`config.mk`:
```
export PLATFORM = sky130hd
export DESIGN_NAME = modbus_ascii_request_framer_top
export DESIGN_NICKNAME = d
export VERILOG_FILES = /design/src/sv/mbaf_pkg.sv /design/src/sv/mbaf_front.sv /design/src/sv/mbaf_queue.sv /design/src/sv/mbaf_back.sv /design/src/sv/modbus_ascii_request_framer_top.sv
export VERILOG_INCLUDE_DIRS = /design/src /design/src/sv
export SDC_FILE = /design/constraint.sdc
export NUM_CORES = 1
export LEC_CHECK = 0
export BUFFER_PORTS_ARGS = -buffer_cell sky130_fd_sc_hd__buf_2
export CAP_MARGIN = 20
export CORE_MARGIN = 3
export CORE_UTILIZATION = 61
export DETAILED_ROUTE_END_ITERATION = 8
export GPL_TIMING_DRIVEN = 0
export HOLD_SLACK_MARGIN = 0.15
export PLACE_DENSITY = 0.79
export RECOVER_POWER = 25
export SLEW_MARGIN = 20
export SYNTH_ARGS = -nofsm -noshare
export SYNTH_HDL_FRONTEND = slang
export SYNTH_SLANG_ARGS = --single-unit
```
`constraint.sdc`:
```
create_clock -name aclk -period 4.4 [get_ports aclk]
set_clock_uncertainty 0.15 [all_clocks]
set_input_delay 0.44 -clock aclk [delete_from_list [all_inputs] [get_ports aclk]]
set_output_delay 0.44 -clock aclk [all_outputs]
set_load 0.02 [all_outputs]
```
`src/sv/assert_macros.svh`:
```
// Concurrent assertion helpers
`ifndef ASSERT_MACROS_SVH
`define ASSERT_MACROS_SVH

`ifndef ASSERT_OFF
`define MBAF_ASSERT(lbl, clk, rst_n, prop) \
    lbl: assert property (@(posedge clk) disable iff (!rst_n) prop) \
        else $error("assertion failed");
`define MBAF_ASSERT_ALWAYS(lbl, clk, prop) \
    lbl: assert property (@(posedge clk) prop) \
        else $error("assertion failed");
`else
`define MBAF_ASSERT(lbl, clk, rst_n, prop)
`define MBAF_ASSERT_ALWAYS(lbl, clk, prop)
`endif

`endif

```
`src/sv/mbaf_pkg.sv`:
```
package mbaf_pkg;

    typedef enum logic [2:0] {
        FN_RD_HOLD  = 3'd0,
        FN_RD_INPUT = 3'd1,
        FN_WR_COIL  = 3'd2,
        FN_WR_MULTI = 3'd3,
        FN_DATA     = 3'd4
    } func_t;

    localparam logic [7:0]  CODE_RD_HOLD  = 8'h03;
    localparam logic [7:0]  CODE_RD_INPUT = 8'h04;
    localparam logic [7:0]  CODE_WR_COIL  = 8'h05;
    localparam logic [7:0]  CODE_WR_MULTI = 8'h10;

    localparam logic [7:0]  CH_COLON   = 8'h3A;
    localparam logic [7:0]  CH_CR      = 8'h0D;
    localparam logic [7:0]  CH_LF      = 8'h0A;
    localparam logic [7:0]  HEX_DIGIT0 = 8'h30;
    localparam logic [7:0]  HEX_ALPHA  = 8'h41;
    localparam logic [15:0] COIL_ON_VAL = 16'hFF00;

    localparam int CMD_BYTES   = 7;
    localparam int QUEUE_DEPTH = 4;
    localparam int QPTR_W      = $clog2(QUEUE_DEPTH);

    typedef struct packed {
        logic                      start;
        logic                      close;
        logic [2:0]                nbytes;
        logic [CMD_BYTES-1:0][7:0] payload;
    } cmd_t;

    typedef struct packed {
        logic full;
        logic empty;
    } q_status_t;

    typedef enum logic [2:0] {
        ST_IDLE,
        ST_COLON,
        ST_HI,
        ST_LO,
        ST_LRC_HI,
        ST_LRC_LO,
        ST_CR,
        ST_LF
    } emit_state_t;

    function automatic logic [7:0] hex_char(input logic [3:0] v);
        if (v < 4'd10) begin
            return HEX_DIGIT0 + {4'd0, v};
        end else begin
            return HEX_ALPHA + {4'd0, v - 4'd10};
        end
    endfunction

endpackage

```
`src/sv/mbaf_front.sv`:
```
`include "assert_macros.svh"

module mbaf_front
    import mbaf_pkg::*;
#(
    parameter int MAX_WRITE_WORDS = 123
) (
    input  logic        aclk,
    input  logic        aresetn,
    input  logic        s_tvalid,
    output logic        s_tready,
    input  logic [39:0] s_tdata,
    input  logic [2:0]  s_tuser,
    input  logic        cfg_valid,
    output logic        cfg_ready,
    input  logic [7:0]  cfg_data,
    input  q_status_t   q_status,
    output logic        push,
    output cmd_t        push_cmd
);

    localparam logic [6:0] MAX_Q = 7'(MAX_WRITE_WORDS);

    logic [7:0]  slave_addr_reg;
    logic        frame_open_reg, frame_open_next;
    logic [6:0]  words_left_reg, words_left_next;

    logic [15:0] ref_in;
    logic [6:0]  qty_in;
    logic        coil_in;
    logic [15:0] word_in;
    logic [6:0]  qty_clamp;
    logic [15:0] coil_val;
    logic        accept;
    logic        push_ok;

    assign ref_in  = s_tdata[15:0];
    assign qty_in  = s_tdata[22:16];
    assign coil_in = s_tdata[23];
    assign word_in = s_tdata[39:24];

    assign qty_clamp = (qty_in > MAX_Q) ? MAX_Q : qty_in;
    assign coil_val  = coil_in ? COIL_ON_VAL : 16'd0;

    assign s_tready  = !q_status.full;
    assign cfg_ready = 1'b1;
    assign accept    = s_tvalid && s_tready;

    always_comb begin
        push_cmd        = '0;
        push_ok         = 1'b0;
        frame_open_next = frame_open_reg;
        words_left_next = words_left_reg;
        unique case (s_tuser) inside
            FN_RD_HOLD, FN_RD_INPUT: begin
                push_ok            = 1'b1;
                push_cmd.start     = 1'b1;
                push_cmd.close     = 1'b1;
                push_cmd.nbytes    = 3'd6;
                push_cmd.payload[0] = slave_addr_reg;
                push_cmd.payload[1] = (s_tuser == FN_RD_HOLD) ? CODE_RD_HOLD : CODE_RD_INPUT;
                push_cmd.payload[2] = ref_in[15:8];
                push_cmd.payload[3] = ref_in[7:0];
                push_cmd.payload[4] = 8'd0;
                push_cmd.payload[5] = {1'b0, qty_in};
                frame_open_next    = 1'b0;
                words_left_next    = 7'd0;
            end
            FN_WR_COIL: begin
                push_ok            = 1'b1;
                push_cmd.start     = 1'b1;
                push_cmd.close     = 1'b1;
                push_cmd.nbytes    = 3'd6;
                push_cmd.payload[0] = slave_addr_reg;
                push_cmd.payload[1] = CODE_WR_COIL;
                push_cmd.payload[2] = ref_in[15:8];
                push_cmd.payload[3] = ref_in[7:0];
                push_cmd.payload[4] = coil_val[15:8];
                push_cmd.payload[5] = coil_val[7:0];
                frame_open_next    = 1'b0;
                words_left_next    = 7'd0;
            end
            FN_WR_MULTI: begin
                push_ok            = 1'b1;
                push_cmd.start     = 1'b1;
                push_cmd.close     = (qty_clamp == 7'd0);
                push_cmd.nbytes    = 3'd7;
                push_cmd.payload[0] = slave_addr_reg;
                push_cmd.payload[1] = CODE_WR_MULTI;
                push_cmd.payload[2] = ref_in[15:8];
                push_cmd.payload[3] = ref_in[7:0];
                push_cmd.payload[4] = 8'd0;
                push_cmd.payload[5] = {1'b0, qty_clamp};
                push_cmd.payload[6] = {qty_clamp, 1'b0};
                frame_open_next    = (qty_clamp != 7'd0);
                words_left_next    = qty_clamp;
            end
            FN_DATA: begin
                if (frame_open_reg) begin
                    push_ok            = 1'b1;
                    push_cmd.close     = (words_left_reg == 7'd1);
                    push_cmd.nbytes    = 3'd2;
                    push_cmd.payload[0] = word_in[15:8];
                    push_cmd.payload[1] = word_in[7:0];
                    frame_open_next    = (words_left_reg != 7'd1);
                    words_left_next    = words_left_reg - 7'd1;
                end
            end
            default: begin
                push_ok = 1'b0;
            end
        endcase
    end

    assign push = accept && push_ok;

    always_ff @(posedge aclk) begin
        if (!aresetn) begin
            slave_addr_reg <= 8'd1;
            frame_open_reg <= 1'b0;
            words_left_reg <= 7'd0;
        end else begin
            if (cfg_valid && cfg_ready) begin
                slave_addr_reg <= cfg_data;
            end
            if (accept) begin
                frame_open_reg <= frame_open_next;
                words_left_reg <= words_left_next;
            end
        end
    end

    `MBAF_ASSERT(a_open_has_words, aclk, aresetn, frame_open_reg |-> (words_left_reg != 7'd0))

endmodule

```
`src/sv/mbaf_queue.sv`:
```
`include "assert_macros.svh"

module mbaf_queue
    import mbaf_pkg::*;
(
    input  logic      aclk,
    input  logic      aresetn,
    input  logic      push,
    input  cmd_t      push_cmd,
    input  logic      pop,
    output cmd_t      pop_cmd,
    output q_status_t status
);

    cmd_t              mem [QUEUE_DEPTH];
    logic [QPTR_W-1:0] wr_ptr_reg;
    logic [QPTR_W-1:0] rd_ptr_reg;
    logic [QPTR_W:0]   count_reg;

    assign status.full  = (count_reg == (QPTR_W+1)'(QUEUE_DEPTH));
    assign status.empty = (count_reg == '0);
    assign pop_cmd      = mem[rd_ptr_reg];

    always_ff @(posedge aclk) begin
        if (push) begin
            mem[wr_ptr_reg] <= push_cmd;
        end
    end

    always_ff @(posedge aclk) begin
        if (!aresetn) begin
            wr_ptr_reg <= '0;
            rd_ptr_reg <= '0;
            count_reg  <= '0;
        end else begin
            if (push) begin
                wr_ptr_reg <= wr_ptr_reg + 1'b1;
            end
            if (pop) begin
                rd_ptr_reg <= rd_ptr_reg + 1'b1;
            end
            if (push && !pop) begin
                count_reg <= count_reg + 1'b1;
            end else if (pop && !push) begin
                count_reg <= count_reg - 1'b1;
            end
        end
    end

    `MBAF_ASSERT(a_no_pop_empty, aclk, aresetn, pop |-> !status.empty)
    `MBAF_ASSERT(a_no_push_full, aclk, aresetn, push |-> !status.full)

endmodule

```
`src/sv/mbaf_back.sv`:
```
`include "assert_macros.svh"

module mbaf_back
    import mbaf_pkg::*;
(
    input  logic       aclk,
    input  logic       aresetn,
    input  q_status_t  q_status,
    input  cmd_t       pop_cmd,
    output logic       pop,
    output logic       m_tvalid,
    input  logic       m_tready,
    output logic [7:0] m_tdata,
    output logic       m_tlast
);

    emit_state_t state_reg, state_next;
    cmd_t        cur_reg, cur_next;
    logic [2:0]  idx_reg, idx_next;
    logic [7:0]  lrc_reg, lrc_next;
    logic        m_tvalid_reg;
    logic [7:0]  m_tdata_reg;
    logic        m_tlast_reg;

    logic        emit;
    logic        done;
    logic        last;
    logic [7:0]  ch;
    logic [7:0]  cur_byte;
    logic [7:0]  lrc_neg;

    assign emit     = (state_reg != ST_IDLE) && (!m_tvalid_reg || m_tready);
    assign cur_byte = cur_reg.payload[idx_reg];
    assign lrc_neg  = ~lrc_reg + 8'd1;

    always_comb begin
        state_next = state_reg;
        cur_next   = cur_reg;
        idx_next   = idx_reg;
        lrc_next   = lrc_reg;
        pop        = 1'b0;
        done       = 1'b0;
        last       = 1'b0;
        ch         = CH_COLON;
        unique case (state_reg)
            ST_IDLE: begin
                done = 1'b1;
            end
            ST_COLON: begin
                ch = CH_COLON;
                if (emit) begin
                    state_next = ST_HI;
                end
            end
            ST_HI: begin
                ch = hex_char(cur_byte[7:4]);
                if (emit) begin
                    state_next = ST_LO;
                end
            end
            ST_LO: begin
                ch = hex_char(cur_byte[3:0]);
                if (emit) begin
                    lrc_next = lrc_reg + cur_byte;
                    if (idx_reg + 3'd1 != cur_reg.nbytes) begin
                        idx_next   = idx_reg + 3'd1;
                        state_next = ST_HI;
                    end else if (cur_reg.close) begin
                        state_next = ST_LRC_HI;
                    end else begin
                        done = 1'b1;
                    end
                end
            end
            ST_LRC_HI: begin
                ch = hex_char(lrc_neg[7:4]);
                if (emit) begin
                    state_next = ST_LRC_LO;
                end
            end
            ST_LRC_LO: begin
                ch = hex_char(lrc_neg[3:0]);
                if (emit) begin
                    state_next = ST_CR;
                end
            end
            ST_CR: begin
                ch = CH_CR;
                if (emit) begin
                    state_next = ST_LF;
                end
            end
            ST_LF: begin
                ch   = CH_LF;
                last = 1'b1;
                if (emit) begin
                    done = 1'b1;
                end
            end
            default: begin
                state_next = ST_IDLE;
            end
        endcase

        if (done) begin
            if (!q_status.empty) begin
                pop      = 1'b1;
                cur_next = pop_cmd;
                idx_next = 3'd0;
                if (pop_cmd.start) begin
                    lrc_next   = 8'd0;
                    state_next = ST_COLON;
                end else begin
                    state_next = ST_HI;
                end
            end else begin
                state_next = ST_IDLE;
            end
        end
    end

    always_ff @(posedge aclk) begin
        if (!aresetn) begin
            state_reg    <= ST_IDLE;
            idx_reg      <= 3'd0;
            lrc_reg      <= 8'd0;
            m_tvalid_reg <= 1'b0;
        end else begin
            state_reg <= state_next;
            idx_reg   <= idx_next;
            lrc_reg   <= lrc_next;
            if (emit) begin
                m_tvalid_reg <= 1'b1;
            end else if (m_tready) begin
                m_tvalid_reg <= 1'b0;
            end
        end
    end

    always_ff @(posedge aclk) begin
        cur_reg <= cur_next;
        if (emit) begin
            m_tdata_reg <= ch;
            m_tlast_reg <= last;
        end
    end

    assign m_tvalid = m_tvalid_reg;
    assign m_tdata  = m_tdata_reg;
    assign m_tlast  = m_tlast_reg;

    `MBAF_ASSERT(a_last_is_lf, aclk, aresetn, (m_tvalid && m_tlast) |-> (m_tdata == CH_LF))
    `MBAF_ASSERT(a_lrc_only_close, aclk, aresetn, (state_reg == ST_LRC_HI) |-> cur_reg.close)

endmodule

```
`src/sv/modbus_ascii_request_framer_top.sv`:
```
// Throughput: at most one character per cycle; m_tready low stalls the serializer, and an empty queue idles it.
// A 4-entry command queue decouples acceptance from the character serializer.
// Reset: synchronous, active low; clears the queue, frame state and LRC, slave address to 1.
module modbus_ascii_request_framer_top
    import mbaf_pkg::*;
#(
    parameter int MAX_WRITE_WORDS = 123
) (
    input  logic        aclk,
    input  logic        aresetn,
    input  logic        s_tvalid,
    output logic        s_tready,
    input  logic [39:0] s_tdata,   // reference[15:0], quantity[22:16], coil_on[23], word[39:24]
    input  logic [2:0]  s_tuser,   // func[2:0]
    input  logic        cfg_valid,
    output logic        cfg_ready,
    input  logic [7:0]  cfg_data,
    output logic        m_tvalid,
    input  logic        m_tready,
    output logic [7:0]  m_tdata,   // ascii_char[7:0]
    output logic        m_tlast
);

    q_status_t q_status;
    logic      push;
    logic      pop;
    cmd_t      push_cmd;
    cmd_t      pop_cmd;

    mbaf_front #(
        .MAX_WRITE_WORDS(MAX_WRITE_WORDS)
    ) u_front (
        .aclk     (aclk),
        .aresetn  (aresetn),
        .s_tvalid (s_tvalid),
        .s_tready (s_tready),
        .s_tdata  (s_tdata),
        .s_tuser  (s_tuser),
        .cfg_valid(cfg_valid),
        .cfg_ready(cfg_ready),
        .cfg_data (cfg_data),
        .q_status (q_status),
        .push     (push),
        .push_cmd (push_cmd)
    );

    mbaf_queue u_queue (
        .aclk    (aclk),
        .aresetn (aresetn),
        .push    (push),
        .push_cmd(push_cmd),
        .pop     (pop),
        .pop_cmd (pop_cmd),
        .status  (q_status)
    );

    mbaf_back u_back (
        .aclk    (aclk),
        .aresetn (aresetn),
        .q_status(q_status),
        .pop_cmd (pop_cmd),
        .pop     (pop),
        .m_tvalid(m_tvalid),
        .m_tready(m_tready),
        .m_tdata (m_tdata),
        .m_tlast (m_tlast)
    );

endmodule

```
======== After elaboration in Yosys (flattened, before gate mapping) ========
Memory sizes are Yosys's and may differ from the RTL's. A register that Yosys moved wholly into a read port is not among the register bits.
Index checks and enable logic that the tools add are counted.
storage, ports and cells
  memories ................................ 1
  logic and storage cells ................. 161
  RAM bits ................................ 244
  bits of input ports ..................... 56
  output and inout port bits .............. 12
  register bits after elaboration ......... 107
operators by class
  order comparisons ....................... 6
  equality and inequality tests ........... 23
  bitwise operators ....................... 2
  reductions and logical operators ........ 27
  multiplexer cells ....................... 61
  $add $sub $neg .......................... 20
memory list
  memory       words  bits a word  rd ports  clocked after memory_dff  write ports  RTL line          source
  u_queue.mem  4      61           1         1                         1            mbaf_queue.sv:15  cmd_t mem [QUEUE_DEPTH];
operator list
  operator             count
  $pmux 32 s3          1
  $mux 8               11
  $pmux 16 s4          1
  $mux 3               17
  $pmux 8 s6           1
  $add 7x4->8 const A  4
  $mux 16              2
  $add 6x4->7 const A  4
  $bmux 8 s3           1
  $pmux 7 s3           1
  $eq 3x3->1 const B   6
  $ne 3x1->1 const B   6
  $pmux 3 s6           1
  $lt 4x4->1 const B   4
  $sub 4x4->4 const B  4
  $mux 1               14
  $mux 7               2
  $reduce_bool 7->1    2
  $eq 3x2->1 const B   4
  $pmux 4 s3           1
  $logic_not 3->1      3
  $add 8x1->8 const B  1
  $add 8x8->8          1
  $mux 2               4
  other kinds (29)     43

======== Logic depth before layout (Yosys ltp) ========
Gate-level depths: netlist of the first run.
  depth in word-level cells ............... 9
  mapped depth ............................ 13
  depth with buffers taken out ............ 11

======== By module ========
From an unflattened synthesis of the first run, not the netlist that was laid out.
unflattened totals
  cells, all modules ...................... 929
  area total of the unflattened synthesis .. 15,128.3 um2
modules (own cells, without submodules)
  module      times used  area each (um2)  sequential area each (um2)  cells each
  mbaf_queue  1           9,315.2          7,507.2                     362
  mbaf_back   1           4,409.2          2,342.2                     384
  mbaf_front  1           1,403.8          320.3                       183

======== Least setup slack after synthesis of the first run ========
No wires, ideal clock.
  path kind ............................... input to register
  start point ............................. input m_tready
  end point ............................... register u_queue.count_reg[2]
  library setup time ...................... 0.076 ns
  stages .................................. 10
  required time ........................... 4.174 ns
  setup slack ............................. 0.775 ns
  path buffers ............................ 0
  arrival time ............................ 3.399 ns
  cells stage by stage .................... nand2b_1 > a31oi_1 > o2bb2ai_2 > inv_1 > ha_1 > inv_1 > fa_1 > xor2_1 > or3_1 > a21boi_0
on the way
  longest elaborated chain between the ends .. 8
  elaborated cells between the ends (all ways) .. 11
  classes of those cells .................. mux (5); reduce/logical (6)
RTL lines
  element                                      RTL line                               source
  start: declaration                           modbus_ascii_request_framer_top.sv:19  input logic m_tready,
  $logic_or 1x1->1 (*)                         mbaf_back.sv:32                        assign emit = (state_reg != ST_IDLE) && (!m_tvalid_reg || m_tready);
  $logic_and 1x1->1 (*)                        mbaf_back.sv:32
  $mux 1, on equally long branches             mbaf_back.sv:96, mbaf_back.sv:63
  $pmux 1 s3 (*)                               mbaf_back.sv:45                        unique case (state_reg)
  $mux 1 (*)                                   mbaf_back.sv:105                       if (done) begin
  net pop                                      modbus_ascii_request_framer_top.sv:26  logic pop;
  $logic_not 1->1                              mbaf_queue.sv:42                       if (push && !pop) begin
  $logic_and 1x1->1                            mbaf_queue.sv:42
  $mux 3 or $reduce_bool 2->1 (tied branches)  n/a
  end signal: assignment                       mbaf_queue.sv:43                       count_reg <= count_reg + 1'b1;
  end signal: assignment                       mbaf_queue.sv:45                       count_reg <= count_reg - 1'b1;
  end: declaration                             mbaf_queue.sv:18                       logic [QPTR_W:0] count_reg;
Mark *: on every way through the listed nets, which the timed path passes. The rest lies on a longest branch.
A chain may end at the register's enable or synchronous reset.

======== Worst setup path after layout of the first run ========
  start point ............................. register u_back.idx_reg[0]
  end point ............................... register u_back.lrc_reg[7]
on the way
  longest elaborated chain between the ends .. 8
  elaborated cells between the ends (all ways) .. 13
  classes of those cells .................. add/sub (2); eq/ne (1); mux (10)
RTL lines
  element                       RTL line          source
  start: declaration            mbaf_back.sv:19   logic [2:0] idx_reg, idx_next;
  start signal: assignment      mbaf_back.sv:130  idx_reg <= idx_next;
  $bmux 8 s3                    mbaf_back.sv:33   assign cur_byte = cur_reg.payload[idx_reg];
  $mux 8 (implied by the code)  mbaf_back.sv:33
  $add 8x8->8                   mbaf_back.sv:64   lrc_next = lrc_reg + cur_byte;
  $mux 8                        mbaf_back.sv:63   if (emit) begin
  $mux 8                        mbaf_back.sv:45
  $mux 8                        mbaf_back.sv:110  if (pop_cmd.start) begin
  $mux 8                        mbaf_back.sv:106  if (!q_status.empty) begin
  $mux 8 (*)                    mbaf_back.sv:105
  end signal: assignment        mbaf_back.sv:131  lrc_reg <= lrc_next;
  end: declaration              mbaf_back.sv:20   logic [7:0] lrc_reg, lrc_next;
Mark *: on every way between the ends. The rest lies on a longest branch, timed or not. The select of a mux whose other input is x is not followed.

==> results of run 1 <==
[placed cells by master, fill, tap and decap left out, types with 5 or more instances in the layout]
cell type        n
edfxtp_1       267
buf_2           60
mux4_2          52
nand2_1         49
nor2_1          41
dfxtp_1         40
clkbuf_1        38
nor2b_1         36
mux2i_1         34
clkbuf_16       31
ha_1            28
dlygate4sd3_1   28
inv_1           24
a21oi_1         20
nor3_1          19
xnor2_1         17
o21ai_0         16
a22oi_1         13
and2_1          10
o211ai_1        10
nand3_1         10
xor2_1           9
a31oi_1          7
and3_1           7
a22o_1           7
a21o_1           7
nand3b_1         6
or3_1            6
clkinv_2         6
buf_16           6
buf_6            5
and2_0           5
and3b_1          5
[power groups by stage]
stage                     Sequential, mW  Combinational (mW)  Clock, mW
after floorplan                     3.95                1.65          0
after global placement              3.99                2.19          0
after detailed placement            3.97                2.37          0
after CTS                           3.92                2.42       2.66
after global routing                3.95                2.62       2.80
final                               3.92                2.41       2.64
[cells by family after synthesis]
logic type,synth area share
other,0.000559
AOI/OAI and AO/OA,0.0645
DFF,0.657
buffers and inverters,0.0224
xor gates and xnor gates,0.0187
muxes,0.117
adders and majority gates,0.0291
and+or+nand+nor,0.0904
[worst paths after layout]
path,from,endpoint,slack (ns)
max,u_back.idx_reg[0],u_back.lrc_reg[7],0.80
min,s_tdata[0],u_queue.mem[1][24],0.17
max reg2reg,u_back.idx_reg[0],u_back.lrc_reg[7],0.80
min reg2reg,u_front.slave_addr_reg[0],u_front.slave_addr_reg[0],0.35
[repair_timing]
action	in CTS	in global routing
setup endpoints to repair	0	0
gates resized for setup	0	0
hold buffers	28	0
endpoints found under the hold margin	80	0
[through the flow]
stage	hold slack, ns	utilization	instances	setup TNS [ns]
finish	0.168	0.729	1294	0
global route	0.160	0.729	1294	0
CTS	0.152	0.730	1294	0
detailed placement	0.337	0.668	1208	0
global placement	0.315	0.659	1202	-46.18
floorplan	0.301	-	864	0
[per-layer routing]
layer / vias up / GRT usage / part of all wire
met1: 3951 / 0.350 / 0.42
met4: 0 / 0.0694 / 0.024
li1: 3615 / - / -
met3: 53 / 0.0353 / 0.064
met5: - / 0 / 0
met2: 295 / 0.392 / 0.49
[Yosys cell counts (all sizes together) (4+ instances only)]
cell	instances
a211oi	5
a21boi	4
a21o	7
a21oi	21
a22o	8
a22oi	14
a31oi	7
and2	19
and3	7
and3b	5
buf	19
clkbuf	19
dfxtp	40
edfxtp	267
ha	28
inv	24
mux2i	34
mux4	53
nand2	50
nand2b	4
nand3	10
nand3b	6
nand4	4
nor2	42
nor2b	36
nor3	20
nor3b	4
nor4	5
o211ai	10
o21a	4
o21ai	16
o21bai	4
or3	6
xnor2	17
xor2	9
[critical path, stage by stage (launching register included)]
cell,delay (ns)
dfxtp_1,0.51
buf_6,0.23
buf_6,0.19
mux2i_1,0.36
a22oi_1,0.17
nand2_1,0.23
inv_1,0.12
ha_1,0.28
a21oi_1,0.19
o211ai_1,0.17
o41ai_1,0.34
xnor2_1,0.12
or3_1,0.34
a21oi_2,0.13
[cell type report]
| class | count | area (µm²) |
|---|---|---|
| Sequential cell | 307 | 8820 |
| Fill cell | 1335 | 5780 |
| Multi-Input combinational cell | 494 | 4330 |
| Clock buffer | 38 | 812 |
| Timing Repair Buffer | 97 | 746 |
| Tap cell | 275 | 344 |
| Clock inverter | 20 | 223 |
| Buffer | 38 | 206 |
| Inverter | 25 | 93.8 |
==> impl_metrics.ini, run 1 <==
[status]
status = finished, final reports clean

[placed_design]
dpl_cell_area_mm2 = 0.0143
io_buffers = 63
hpwlAfterDp_um = 18500
post-place-ws_ns = 0.816
gp_congestion = 0.931

[floorplan]
initial_core_util = 0.629
chipHeight_um = 154
core-area_mm2 = 0.0214
die_area_mm2 = 0.0238
die_w_um = 154
ios = 68
rows = 53

[power_and_ir_drop]
ir_worst_vdd_v = 0.000408
power_frac_clock = 0.295
p_seq_frac = 0.437
switching_share = 0.297
internal-power_mw = 6.31
p_switching_mw = 2.66
p_comb_frac = 0.268
total_power_mw = 8.97
power_density_mw_per_mm2 = 576
leakagePower_nw = 5.43

[clock_network]
cts_tree = yes
htree_levels = 1
clk_latency_ns = 0.56
cts_root_buf = clkbuf_16
cts_sinks = 307
cts_made_buffers = 31
post_cts_buffers = 0
ctsLongestPathBuffers = 3
path_clk_slew_ns = 0.06

[drt]
wire_per_inst_um = 22.0
vias_per_cell = 6.12
ant_nets = 0
drt_iter0_drc = 676
route.detailed.drc = 0
wl_um = 28500
routed-via-count = 7914
drtPass1Iterations = 5

[setup_path]
rr_worst_depth = 13
crit_required_ns = 4.74
cp_max_fo = 10
crit_type = flop to flop
cp-start-kind = flop
endpoint_kind = flop
arrival_ns = 3.93

[global_route]
grt_pass1_vias = 8028
antenna_found_initial = 0
grt_pass1_wl_um = 44800
grt_max_degree = 43
gr-usage-all-layers = 0.242
overflow = 0

[synthesis]
yosys_register_bits = 307
synth_flop_cell = edfxtp_1
ys_types = 74
syn_avg_cell_area_um2 = 15.5
syn-num-nets = 950
ys_top_cells_by_area = edfxtp_1, mux4_2, dfxtp_1
synth_top_area_frac = 0.597
yosys.area.top_type = edfxtp_1
seq_area_frac_synth = 0.657
synth_cells = 864
yosysWarnings = 0
synthArstFlopShare = 0
synth_area_mm2 = 0.0134
synth_edf_count = 267

[timing]
slew_headroom = 0.444
tightest_slew_ns = 0.834
fmax_ghz = 0.278
finalWorstSetupSlack_ns = 0.804
min_period_ns = 3.60
finalCritPeriodShare = 0.817
finalSetupViolations = 0
hold_viol = 0
final_max_slew_viol_count = 0
rsz0062_at_grt = no

[finish]
drive_gt1_frac = 0.191
largest_reg_flops = 208
finalInstanceArea_mm2 = 0.0156
n_antenna_cell = 0
nets = 1080
areaGrowthSynthToFinish_pct = 16.0

[min_path]
hold_class = primary input to flop
hold_path_depth = 2

[job]
max_cap_violations = 0
Power figures use the tool's default switching activity.
==> run 2, diff against run 1 <==
--- a/config.mk
+++ b/config.mk
@@ -6,14 +6,15 @@
 export SDC_FILE = /design/constraint.sdc
 export NUM_CORES = 1
 export LEC_CHECK = 0
+export ABC_AREA = 1
 export BUFFER_PORTS_ARGS = -buffer_cell sky130_fd_sc_hd__buf_2
 export CAP_MARGIN = 20
 export CORE_MARGIN = 3
-export CORE_UTILIZATION = 61
+export CORE_UTILIZATION = 55
 export DETAILED_ROUTE_END_ITERATION = 8
 export GPL_TIMING_DRIVEN = 0
 export HOLD_SLACK_MARGIN = 0.15
-export PLACE_DENSITY = 0.79
+export PLACE_DENSITY = 0.76
 export RECOVER_POWER = 25
 export SLEW_MARGIN = 20
 export SYNTH_ARGS = -nofsm -noshare
==> constraint.sdc (replaced) <==
create_clock -name aclk -period 3.3 [get_ports aclk]
set_clock_uncertainty 0.15 [all_clocks]
set_input_delay 0.33 -clock aclk [delete_from_list [all_inputs] [get_ports aclk]]
set_output_delay 0.33 -clock aclk [all_outputs]
set_load 0.02 [all_outputs]
==> impl_metrics.ini, run 2 <==
[synthesis]
synth_top_area_frac = 0.581
yosys.area.top_type = edfxtp_1
yosys_register_bits = 307
synth_area_mm2 = 0.0138
syn-num-nets = 1404
post-synth-top-count-cell = edfxtp_1
synth_flop_cell = edfxtp_1
ys_types = 50
ys_top_cells_by_area = edfxtp_1, dfxtp_1, nor2_1
synthTopCellsByCount = edfxtp_1, nor2_1, nand2_1, o21ai_0, inv_1
synthArstFlopShare = 0
synth_cells = 1318
yosysWarnings = 0
syn_avg_cell_area_um2 = 10.5
synth_edf_count = 267
seq_area_frac_synth = 0.639

[setup_path]
endpoint_kind = flop
arrival_ns = 3.19
r2r_start = u_back.m_tvalid
slowest_delay_ns = 0.54
path_delay_family = buffers and inverters
slowest_stage = dlygate4sd3_1
crit_required_ns = 3.43
cp_max_fo = 22
path_buf_inv = 6
cp-start-kind = primary input
startpoint = s_tuser[2]
crit_top_cell = nand2_1
crit_type = primary input to flop
crit_chain = dlygate4sd3_1 -> clkbuf_1 -> nand2_1 -> nor2_4 -> inv_2 -> nand2_1 -> nand2_1 -> buf_2 -> nor2_4 -> buf_12 -> buf_16

[timing]
final_max_slew_viol_count = 0
fmax_ghz = 0.326
final.setup.tns_ns = 0
finalCritPeriodShare = 0.929
tightest_slew_ns = 0.943
finalSetupViolations = 0
rsz0062_at_grt = no
hold_viol = 0
min_period_ns = 3.07
slew_headroom = 0.371

[global_route]
antenna_found_initial = 0
grt_pass1_wl_um = 55200
met1_usage = 0.329
overflow = 0
grt_max_degree = 53
grt_pass1_vias = 10296
met2_usage = 0.467
busiest_layer = met2
gr-usage-all-layers = 0.263
use_met3 = 0.0411

[clock_network]
cts_tree = yes
cts_sinks = 307
cts_root_buf = clkbuf_16
post_cts_resized = 0
htree_levels = 1
cts_made_buffers = 31
ctsLongestPathBuffers = 3
clk_latency_ns = 0.58
path_clk_slew_ns = 0.06

[job]
max_cap_violations = 0

[min_path]
hold_class = primary input to flop
hp-start = s_tuser[0]

[drt]
routed-via-count = 10492
drt_iter0_drc = 1022
vias_per_cell = 5.71
wl_um = 35500
drtPass1Iterations = 5
wire_per_inst_um = 19.4
route.detailed.drc = 0
ant_nets = 0

[placed_design]
hpwlAfterDp_um = 22700
io_buffers = 64
dp_cells = 1714
gp_congestion = 0.919

[power_and_ir_drop]
leakagePower_nw = 6.40
power_density_mw_per_mm2 = 815
ir_worst_vdd_v = 0.000504

[finish]
nets = 1575
largest_reg_flops = 208
final_cell_mix = edfxtp_1, nor2_1, nand2_1
fill_cells = 1766
drive_gt1_frac = 0.111
final_common_cell = edfxtp_1
areaGrowthSynthToFinish_pct = 19.1
n_antenna_cell = 0
fin_cells = 1837

[floorplan]
core-area_mm2 = 0.0245
die_area_mm2 = 0.0270
ios = 68
rows = 57
initial_core_util = 0.564
chipHeight_um = 164
die_w_um = 164

[status]
status = finished, final reports clean
run 2: cell count changes after synthesis, sizes merged, moves of 50 or more:
| cell | delta |
|---|---|
| o22ai | +50 |
| nand2 | +147 |
| o21ai | +129 |
| nand3 | +70 |
| inv | +107 |
| nor2 | +174 |
| mux4 | -53 |
run 2: report_power, final:
| group | switching, mW | total (mW) | internal (mW) | leakage (nW) |
|---|---|---|---|---|
| clock network | 1.51 | 3.64 | 2.12 | 0.512 |
| registers | 0.330 | 5.46 | 5.13 | 2.81 |
| logic | 3.01 | 4.30 | 1.29 | 3.07 |
run 2: final cells by class:
type | instances | area [µm²] | share of cell area
Sequential cell | 307 | 8820 | 0.537
Tap cell | 324 | 405 | 0.0247
Inverter | 131 | 500 | 0.0305
Multi-Input combinational cell | 828 | 4240 | 0.258
Buffer | 52 | 255 | 0.0155
Clock buffer | 34 | 787 | 0.0479
Timing Repair Buffer | 138 | 1150 | 0.0700
Clock inverter | 23 | 268 | 0.0163
run 2: kinds of logic (layout without fill, tap and decap cells):
kind of cell               after synthesis  in the layout  synth area share
other                                    2              2          0.000544
adders and majority gates               30             30            0.0283
and+or+nand+nor                        532            532             0.166
DFF                                    307            307             0.639
AOI/OAI and AO/OA                      252            252             0.103
buffers and inverters                  183            378            0.0549
xor gates and xnor gates                12             12           0.00762
run 2: worst paths after layout:
kind	end	slack, ns	cells past startpoint
worst min register to register	u_queue.count_reg[2]	0.34	2
worst max register to register	u_queue.rd_ptr_reg[0]	0.32	9
worst max-delay path	u_queue.mem[0][27]	0.23	11
worst min-delay path	u_queue.mem[0][10]	0.17	3
run 2: worst min-delay path: cells and delay by family:
kind	cells	cell delay, ns
and+or+nand+nor	2	0.28
buffers and inverters	1	0.13
run 2: layer usage:
metal | routed length [µm] | vias up
met5 | 0 | -
met4 | 1060 | 0
met3 | 2880 | 95
met2 | 17900 | 498
met1 | 13700 | 4969
li1 | - | 4930
run 2: what timing repair did:
item,in CTS,in global routing
hold endpoints to repair,211,0
buffers inserted,0,0
hold buffers,66,0
run 2: stage by stage:
step	total power [mW]	cell area [µm²]	setup slack, ns	hold slack [ns]	util
after global routing	14.1	16400	0.0331	0.194	0.671
after CTS	13.3	16400	0.269	0.157	0.672
after floorplan	8.29	13800	-0.608	0.279	-
final	13.4	16400	0.233	0.175	0.671
after global placement	9.49	14500	-2.57	0.304	0.594
after detailed placement	9.66	14700	0.291	0.299	0.602
